==> config.mk <==
export PLATFORM = sky130hd
export DESIGN_NAME = intel_hex_record_parser
export DESIGN_NICKNAME = d
export VERILOG_FILES = /design/src/ihex_pkg.sv /design/src/ihex_in_reg.sv /design/src/ihex_core.sv /design/src/ihex_out_reg.sv /design/src/intel_hex_record_parser.sv
export VERILOG_INCLUDE_DIRS = /design/src /design/src/src
export SDC_FILE = /design/constraint.sdc
export NUM_CORES = 1
export LEC_CHECK = 0
export BUFFER_PORTS_ARGS = -buffer_cell sky130_fd_sc_hd__buf_2
export CAP_MARGIN = 30
export CELL_PAD_IN_SITES_DETAIL_PLACEMENT = 1
export CELL_PAD_IN_SITES_GLOBAL_PLACEMENT = 1
export CORE_MARGIN = 5
export CORE_UTILIZATION = 52
export CTS_CLUSTER_SIZE = 14
export DETAILED_ROUTE_END_ITERATION = 16
export GPL_ROUTABILITY_DRIVEN = 0
export GPL_TIMING_DRIVEN = 0
export HOLD_SLACK_MARGIN = 0.05
export PLACE_DENSITY = 0.83
export SLEW_MARGIN = 20
export SYNTH_ARGS = -nofsm -noshare
export SYNTH_HDL_FRONTEND = slang
export SYNTH_SLANG_ARGS = --single-unit
export TNS_END_PERCENT = 10
==> constraint.sdc <==
create_clock -name clk -period 11.3 [get_ports clk]
set_input_delay 1.13 -clock clk [delete_from_list [all_inputs] [get_ports clk]]
set_output_delay 1.13 -clock clk [all_outputs]
set_load 0.1 [all_outputs]
==> src/intel_hex_record_parser_assert.svh <==
// Assertion macros used by the Intel HEX record parser core.
// Depends on a clock named clk and an active-low reset named rst_n in the using module.
`ifndef INTEL_HEX_RECORD_PARSER_ASSERT_SVH
`define INTEL_HEX_RECORD_PARSER_ASSERT_SVH

// The consequent must hold in the same cycle as the antecedent.
`define IHEX_ASSERT_NOW(label, ante, cons) \
  label: assert property (@(posedge clk) disable iff (!rst_n) (ante) |-> (cons)) \
    else $error("ihex assertion failed");

// The consequent must hold in the cycle after the antecedent.
`define IHEX_ASSERT_NEXT(label, ante, cons) \
  label: assert property (@(posedge clk) disable iff (!rst_n) (ante) |=> (cons)) \
    else $error("ihex assertion failed");

`endif

==> src/ihex_pkg.sv <==
// Shared types, codes and the hex digit decoder for the Intel HEX record parser.
// No dependencies.
package ihex_pkg;

  typedef struct packed {
    logic [7:0] ch;
    logic       end_of_input;
  } ihex_in_t;

  typedef struct packed {
    logic [1:0]  kind;
    logic [31:0] address;
    logic [7:0]  data;
    logic [2:0]  fault_code;
  } ihex_out_t;

  localparam logic [1:0] KIND_WRITE = 2'd0;
  localparam logic [1:0] KIND_DONE  = 2'd1;
  localparam logic [1:0] KIND_ERROR = 2'd2;

  localparam logic [2:0] ERR_START = 3'd0;
  localparam logic [2:0] ERR_TRUNC = 3'd1;
  localparam logic [2:0] ERR_DIGIT = 3'd2;
  localparam logic [2:0] ERR_SUM   = 3'd3;
  localparam logic [2:0] ERR_EMPTY = 3'd4;

  localparam logic [7:0] REC_DATA  = 8'h00;
  localparam logic [7:0] REC_EOF   = 8'h01;
  localparam logic [7:0] REC_UPPER = 8'h04;

  localparam logic [7:0] CH_NL    = 8'd10;
  localparam logic [7:0] CH_COLON = 8'h3a;

  localparam int unsigned POS_W = 10;
  localparam logic [POS_W-1:0] POS_MAX  = 10'd1023;
  localparam logic [POS_W-1:0] MIN_LINE = 10'd11;

  // Bit 4 is set for a legal hex digit; bits 3:0 hold its value.
  function automatic logic [4:0] hex_value(input logic [7:0] c);
    logic [4:0] r;
    r = 5'd0;
    if (c >= 8'h30 && c <= 8'h39) r = {1'b1, 4'(c - 8'h30)};
    else if (c >= 8'h41 && c <= 8'h46) r = {1'b1, 4'(c - 8'h37)};
    else if (c >= 8'h61 && c <= 8'h66) r = {1'b1, 4'(c - 8'h57)};
    return r;
  endfunction

endpackage

==> src/ihex_in_reg.sv <==
// Input register of the Intel HEX record parser: holds one item until the core takes it.
// Depends on ihex_pkg.
module ihex_in_reg
  import ihex_pkg::*;
(
  input  logic     clk,
  input  logic     rst_n,
  input  logic     in_valid,
  output logic     in_stall,
  input  ihex_in_t in_item,
  input  logic     res_ready,
  output logic     s1_valid,
  output ihex_in_t s1_item
);

  logic     valid_r, valid_nxt;
  ihex_in_t item_r;
  logic     accept;

  assign in_stall = valid_r && !res_ready;
  assign accept   = in_valid && !in_stall;
  assign s1_valid = valid_r;
  assign s1_item  = item_r;

  always_comb begin
    valid_nxt = valid_r;
    if (accept) valid_nxt = 1'b1;
    else if (res_ready) valid_nxt = 1'b0;
  end

  always_ff @(posedge clk) begin
    if (!rst_n) begin
      valid_r <= 1'b0;
    end else begin
      valid_r <= valid_nxt;
    end
    if (accept) item_r <= in_item;
  end

endmodule

==> src/ihex_core.sv <==
// Record decoding state and per-character step of the Intel HEX record parser.
// Depends on ihex_pkg and intel_hex_record_parser_assert.svh.
`include "intel_hex_record_parser_assert.svh"
module ihex_core
  import ihex_pkg::*;
(
  input  logic      clk,
  input  logic      rst_n,
  input  logic      fire,
  input  ihex_in_t  item,
  output logic      res_valid,
  output ihex_out_t res
);

  logic [POS_W-1:0] pos_r, pos_nxt;
  logic             colon_r, colon_nxt;
  logic [3:0]       nib_r, nib_nxt;
  logic [7:0]       len_r, len_nxt;
  logic [15:0]      raddr_r, raddr_nxt;
  logic [7:0]       rtype_r, rtype_nxt;
  logic [7:0]       sum_r, sum_nxt;
  logic [15:0]      pend_r, pend_nxt;
  logic [15:0]      upper_r, upper_nxt;
  logic             bad_r, bad_nxt;
  logic             eof_r, eof_nxt;
  logic             halted_r, halted_nxt;
  logic             seen_r, seen_nxt;
  logic [31:0]      high_r, high_nxt;
  logic             hbad_r, hbad_nxt;

  logic [POS_W-1:0] q;
  logic [8:0]       k;
  logic [4:0]       hv;
  logic [7:0]       bval;
  logic [7:0]       idx;
  logic [31:0]      waddr;
  logic [POS_W-1:0] need_len;
  logic             line_err;
  logic [2:0]       line_code;
  logic             do_finish;

  always_comb begin
    q        = pos_r - 10'd1;
    k        = q[POS_W-1:1];
    hv       = hex_value(item.ch);
    bval     = {nib_r, hv[4] ? hv[3:0] : 4'd0};
    idx      = 8'(k - 9'd4);
    waddr    = {upper_r, 16'd0} + {16'd0, raddr_r} + {24'd0, idx};
    need_len = MIN_LINE + {1'b0, len_r, 1'b0};

    line_err  = 1'b1;
    line_code = ERR_START;
    if (!colon_r || pos_r < MIN_LINE) line_code = ERR_START;
    else if (bad_r) line_code = ERR_DIGIT;
    else if (pos_r < need_len) line_code = ERR_TRUNC;
    else if (sum_r != 8'd0) line_code = ERR_SUM;
    else line_err = 1'b0;

    pos_nxt = pos_r;     colon_nxt = colon_r; nib_nxt = nib_r;
    len_nxt = len_r;     raddr_nxt = raddr_r; rtype_nxt = rtype_r;
    sum_nxt = sum_r;     pend_nxt = pend_r;   upper_nxt = upper_r;
    bad_nxt = bad_r;     eof_nxt = eof_r;     halted_nxt = halted_r;
    seen_nxt = seen_r;   high_nxt = high_r;   hbad_nxt = hbad_r;
    do_finish = 1'b0;
    res_valid = 1'b0;
    res = '0;

    if (fire && !halted_r) begin
      if (item.end_of_input) begin
        do_finish  = !eof_r && pos_r != '0;
        halted_nxt = 1'b1;
        res_valid  = 1'b1;
        if (do_finish && line_err) begin
          res.kind       = KIND_ERROR;
          res.fault_code = line_code;
        end else if (!seen_r) begin
          res.kind       = KIND_ERROR;
          res.fault_code = ERR_EMPTY;
        end else begin
          res.kind    = KIND_DONE;
          res.address = high_r;
        end
      end else if (!eof_r) begin
        if (item.ch == CH_NL) begin
          if (pos_r != '0) begin
            do_finish = 1'b1;
            if (line_err) begin
              halted_nxt     = 1'b1;
              res_valid      = 1'b1;
              res.kind       = KIND_ERROR;
              res.fault_code = line_code;
            end
          end
        end else begin
          if (pos_r < POS_MAX) pos_nxt = pos_r + 10'd1;
          if (pos_r == '0) begin
            colon_nxt = (item.ch == CH_COLON);
          end else if (pos_r != POS_MAX) begin
            if (!q[0]) begin
              hbad_nxt = !hv[4];
              nib_nxt  = hv[4] ? hv[3:0] : 4'd0;
            end else if (!(k >= 9'd4 && k > 9'd4 + {1'b0, len_r})) begin
              if (hbad_r || !hv[4]) bad_nxt = 1'b1;
              sum_nxt = sum_r + bval;
              if (k == 9'd0) len_nxt = bval;
              else if (k == 9'd1) raddr_nxt = {bval, raddr_r[7:0]};
              else if (k == 9'd2) raddr_nxt = {raddr_r[15:8], bval};
              else if (k == 9'd3) rtype_nxt = bval;
              else if (k < 9'd4 + {1'b0, len_r}) begin
                if (rtype_r == REC_DATA && colon_r && !bad_nxt) begin
                  if (!seen_r || waddr > high_r) high_nxt = waddr;
                  seen_nxt    = 1'b1;
                  res_valid   = 1'b1;
                  res.kind    = KIND_WRITE;
                  res.address = waddr;
                  res.data    = bval;
                end else if (rtype_r == REC_UPPER) begin
                  if (idx == 8'd0) pend_nxt = {bval, pend_r[7:0]};
                  else if (idx == 8'd1) pend_nxt = {pend_r[15:8], bval};
                end
              end
            end
          end
        end
      end
    end

    if (do_finish) begin
      if (!line_err) begin
        if (rtype_r == REC_EOF) eof_nxt = 1'b1;
        else if (rtype_r == REC_UPPER && len_r == 8'd2) upper_nxt = pend_r;
      end
      pos_nxt = '0;  colon_nxt = 1'b0; nib_nxt = 4'd0;  len_nxt = 8'd0;
      raddr_nxt = 16'd0; rtype_nxt = 8'd0; sum_nxt = 8'd0; pend_nxt = 16'd0;
      bad_nxt = 1'b0; hbad_nxt = 1'b0;
    end
  end

  always_ff @(posedge clk) begin
    if (!rst_n) begin
      pos_r <= '0;    colon_r <= 1'b0; nib_r <= 4'd0;   len_r <= 8'd0;
      raddr_r <= 16'd0; rtype_r <= 8'd0; sum_r <= 8'd0; pend_r <= 16'd0;
      upper_r <= 16'd0; bad_r <= 1'b0; eof_r <= 1'b0;  halted_r <= 1'b0;
      seen_r <= 1'b0; high_r <= 32'd0; hbad_r <= 1'b0;
    end else begin
      pos_r <= pos_nxt;     colon_r <= colon_nxt; nib_r <= nib_nxt;
      len_r <= len_nxt;     raddr_r <= raddr_nxt; rtype_r <= rtype_nxt;
      sum_r <= sum_nxt;     pend_r <= pend_nxt;   upper_r <= upper_nxt;
      bad_r <= bad_nxt;     eof_r <= eof_nxt;     halted_r <= halted_nxt;
      seen_r <= seen_nxt;   high_r <= high_nxt;   hbad_r <= hbad_nxt;
    end
  end

  `IHEX_ASSERT_NEXT(a_halt_sticks, halted_r, halted_r)
  `IHEX_ASSERT_NOW(a_quiet_when_halted, halted_r, !res_valid)
  `IHEX_ASSERT_NEXT(a_final_halts, res_valid && res.kind != KIND_WRITE, halted_r)
  `IHEX_ASSERT_NEXT(a_write_marks_data, res_valid && res.kind == KIND_WRITE, seen_r)

endmodule

==> src/ihex_out_reg.sv <==
// Result register of the Intel HEX record parser: holds one result item until it is taken.
// Depends on ihex_pkg.
module ihex_out_reg
  import ihex_pkg::*;
(
  input  logic      clk,
  input  logic      rst_n,
  input  logic      res_valid,
  input  ihex_out_t res,
  output logic      res_ready,
  output logic      out_valid,
  input  logic      out_stall,
  output ihex_out_t out_item
);

  logic      valid_r, valid_nxt;
  ihex_out_t item_r;

  assign res_ready = !valid_r || !out_stall;
  assign out_valid = valid_r;
  assign out_item  = item_r;

  always_comb begin
    valid_nxt = valid_r;
    if (res_ready) valid_nxt = res_valid;
  end

  always_ff @(posedge clk) begin
    if (!rst_n) begin
      valid_r <= 1'b0;
    end else begin
      valid_r <= valid_nxt;
    end
    if (res_ready && res_valid) item_r <= res;
  end

endmodule

==> src/intel_hex_record_parser.sv <==
// Intel HEX record parser top level: input register, decoding core and result register.
// Depends on ihex_pkg, ihex_in_reg, ihex_core and ihex_out_reg.
// The parser takes one character item per clock while its input does not stall and gives
// at most one result item per character. A character is caught in the input register,
// decoded by the core and its result is loaded into the result register, from which it
// is offered. The core updates the record state once per character and sustains one
// item per cycle whenever the result side is not stalling; a stalled result holds the
// core, and the input stalls once the input register is occupied as well.
module intel_hex_record_parser
  import ihex_pkg::*;
(
  input  logic      clk,
  input  logic      rst_n,
  input  logic      in_valid,
  output logic      in_stall,
  input  ihex_in_t  in_item,
  output logic      out_valid,
  input  logic      out_stall,
  output ihex_out_t out_item
);

  logic      res_ready;
  logic      s1_valid;
  ihex_in_t  s1_item;
  logic      res_valid;
  ihex_out_t res;

  ihex_in_reg u_in_reg (
    .clk       (clk),
    .rst_n     (rst_n),
    .in_valid  (in_valid),
    .in_stall  (in_stall),
    .in_item   (in_item),
    .res_ready (res_ready),
    .s1_valid  (s1_valid),
    .s1_item   (s1_item)
  );

  ihex_core u_core (
    .clk       (clk),
    .rst_n     (rst_n),
    .fire      (s1_valid && res_ready),
    .item      (s1_item),
    .res_valid (res_valid),
    .res       (res)
  );

  ihex_out_reg u_out_reg (
    .clk       (clk),
    .rst_n     (rst_n),
    .res_valid (res_valid),
    .res       (res),
    .res_ready (res_ready),
    .out_valid (out_valid),
    .out_stall (out_stall),
    .out_item  (out_item)
  );

endmodule

==> impl_metrics.json <==
{
  "yosys.area_share.simple_pct": 18.5,
  "cts_sinks": 180,
  "p_total_mw": 1.38,
  "cts_resized": 0,
  "yosys_warnings": 0,
  "vias_per_cell": 5.88,
  "muxShareOfSynthArea_pct": 6.54,
  "end_kind": "flop",
  "ys_ff_latch": 180,
  "drtIter0Drc": 526,
  "worstPathRequired_ps": 11640,
  "ctsRootBufferMaster": "clkbuf_16",
  "wl_um": 30800,
  "clk_pin_slew_worst_paths_ps": 70,
  "cts_buffers": 17,
  "drc": 0,
  "cts_hold_buf": 0,
  "async_flop_share_pct": 0,
  "antenna_found_initial": 0,
  "tightest_slew_ps": 1020,
  "pre_cts_ws_ps": 3570,
  "fill_cells": 2336,
  "initial_utilization_pct": 52.5,
  "max_clock_freq_mhz": 126,
  "final_nets": 1336,
  "synthAdderAreaFrac_pct": 9.93,
  "final_max_slew_viol_count": 0,
  "synth_top_area_cell": "dfxtp_1",
  "n_antenna_cell": 0,
  "track_usage_pct": 26.5,
  "h-tree-depth": 4,
  "synth.cell_area_um2": 10600,
  "synth_top_family_by_area": "simple AND/OR/NAND/NOR gates",
  "rows": 52,
  "area_growth_pct": 11.9,
  "path_class": "reg -> reg",
  "cts_setup_buffers": 0,
  "multi_input_area_um2": 5790,
  "numPortBuffers": 58,
  "synth-compound-area-share_pct": 14.2,
  "rsz0062_at_grt": "false",
  "coreArea_um2": 20100,
  "fin_crit_sh_pct": 70.1,
  "synth-edff-count": 54,
  "die_h_um": 152,
  "layout_setup_ws_ps": 3380,
  "die_width_um": 152,
  "min_period_ps": 7920,
  "finalSetupViolCount": 0,
  "cts_buffer_depth": 2,
  "clock_skew_ps": 10.9,
  "peakVddDrop_mv": 0.107,
  "cap_violations": 0,
  "synth_cells": 1163,
  "hp-class": "reg -> reg",
  "first_global_vias": 9550,
  "outcome": "completed",
  "vias": 8958,
  "dieArea_um2": 23300,
  "ys.flop_type": "dfxtp_1",
  "yosysTopAreaCellShare_pct": 23.9,
  "wl_per_cell_um": 20.2,
  "yosysSeqAreaShare_pct": 39.3,
  "worstPathArrival_ps": 8250,
  "mostFrequentLayoutCells": "136 x nand2_1, 126 x dfxtp_1, 97 x inv_1",
  "synth.area.top_cells": "dfxtp_1 24%, edfxtp_1 15%, ha_1 9.4%",
  "yosysUniqueCellTypes": 77,
  "ant_nets": 0,
  "hpwl_um": 23300,
  "regArea_um2": 4140,
  "leakagePower_nw": 5.01,
  "hold_viol": 0,
  "layout_commonest_cell": "nand2_1",
  "drive_above_1_share_pct": 10.9,
  "fin_setup_tns_ps": 0,
  "startpoint_type": "flop",
  "path_max_fanout": 10,
  "clk_latency_ps": 440,
  "synth_xor_area_share_pct": 5.63,
  "num_io_pins": 60,
  "cts_tree": "built",
  "grt_pass1_wl_um": 50200,
  "syn_area_per_cell_um2": 9.08,
  "slew_headroom_pct": 31.5,
  "grt_max_degree": 34,
  "pwr_density_cell_nw_per_um2": 117,
  "drt_first_pass_iters": 4,
  "grt-ovfl-total": 0,
  "syn-num-nets": 1258
}
[final timing paths]
path | slack, ps | cells after the start | endpoint | startpoint
worst max-delay path | 3380 | 26 | u_core.high_r[14] | u_core.pos_r[0]
worst min-delay path | 460 | 2 | u_core.rtype_r[5] | u_core.rtype_r[5]
worst max register to register | 3380 | 26 | u_core.high_r[14] | u_core.pos_r[0]
worst min register to register | 460 | 2 | u_core.rtype_r[5] | u_core.rtype_r[5]
[cells by family after synthesis]
group	count (synthesis)
AND/OR/NAND/NOR	385
AO/OA/AOI/OAI	229
flip-flops	180
buffers and inverters	151
adder cells (fa/ha/maj)	82
multiplexers	69
XOR/XNOR	67
[synth_stat cells, types with 3 or more instances]
cell type,number
a2111oi_0,3
a211oi_1,38
a21boi_0,3
a21o_1,4
a21oi_1,63
a22o_1,7
a31oi_1,4
and2_1,7
and3_1,5
and4_1,5
buf_1,5
buf_2,13
buf_4,4
buf_6,3
clkbuf_1,28
dfxtp_1,126
edfxtp_1,54
fa_1,3
ha_1,79
inv_1,97
mux2i_1,69
nand2_1,137
nand2b_1,10
nand3_1,36
nand4_1,22
nand4_4,5
nor2_1,88
nor2b_1,6
nor3_1,26
nor3b_1,3
nor4_1,5
o2111ai_1,3
o211a_1,7
o211ai_1,4
o21a_1,4
o21ai_0,61
o21bai_1,6
or3_1,3
or4_1,5
xnor2_1,41
xor2_1,25
[per-layer routing]
metal	GRT usage, %	wire length (µm)	vias up
li1	-	-	4268
met1	34.5	14000	4435
met3	4.57	1370	59
met2	44.9	14600	196
met5	0	0	-
met4	9.16	799	0
[cell type report]
cell class / count / share of cell area (%)
multi-input cells: 832 / 49.0
plain buffers: 54 / 2.18
flip-flops and latches: 180 / 35.1
well taps: 270 / 2.86
clock buffers: 19 / 3.83
repair buffers: 59 / 2.63
inverters: 97 / 3.08
clock inverters: 13 / 1.29
[registers in the layout (all words and copies together) (netlist names), 4 cells and up]
name / cells
u_core.len_r: 8
u_core.pos_r: 10
u_core.upper_r: 16
u_core.pend_r: 16
u_core.sum_r: 8
u_core.high_r: 32
u_core.nib_r: 4
u_core.raddr_r: 16
u_out_reg.out_item: 45
u_core.rtype_r: 8
u_in_reg.s1_item: 9
[critical path: stages, from the launching register on]
cell and delay, ps:
dfxtp_1 390, buf_2 230, inv_1 120, ha_1 330, or3b_2 530, nor3_1 210, xnor2_1 270, xor2_1 450
inv_1 120, ha_1 390, nor2_1 80, nor2_1 170, a31oi_1 140, o21ai_0 650, or4b_2 650, xor2_1 320
inv_1 90, ha_1 310, nand4_1 110, nor3_1 470, o221ai_1 230, a31oi_1 290, or2_2 150, buf_1 200
clkbuf_1 420, a21oi_1 190, a211oi_1 290
[power breakdown]
group          internal, mW  switching (mW)  total (mW)
clock network         0.335           0.279       0.614
registers             0.668         0.00407       0.672
logic                0.0247          0.0714      0.0961
[metrics by stage]
| stage | instances | hold slack [ps] | utilization, % | cell area [µm²] |
|---|---|---|---|---|
| 2_1_floorplan | 1163 | 438 | - | 10600 |
| 3_3_place_gp | 1491 | 446 | 55.6 | 11200 |
| 3_5_place_dp | 1492 | 456 | 55.8 | 11200 |
| 4_1_cts | 1524 | 466 | 58.8 | 11800 |
| 5_1_grt | 1524 | 496 | 58.8 | 11800 |
| 6_report | 1524 | 462 | 58.8 | 11800 |
(Power assumes the default switching activity.)
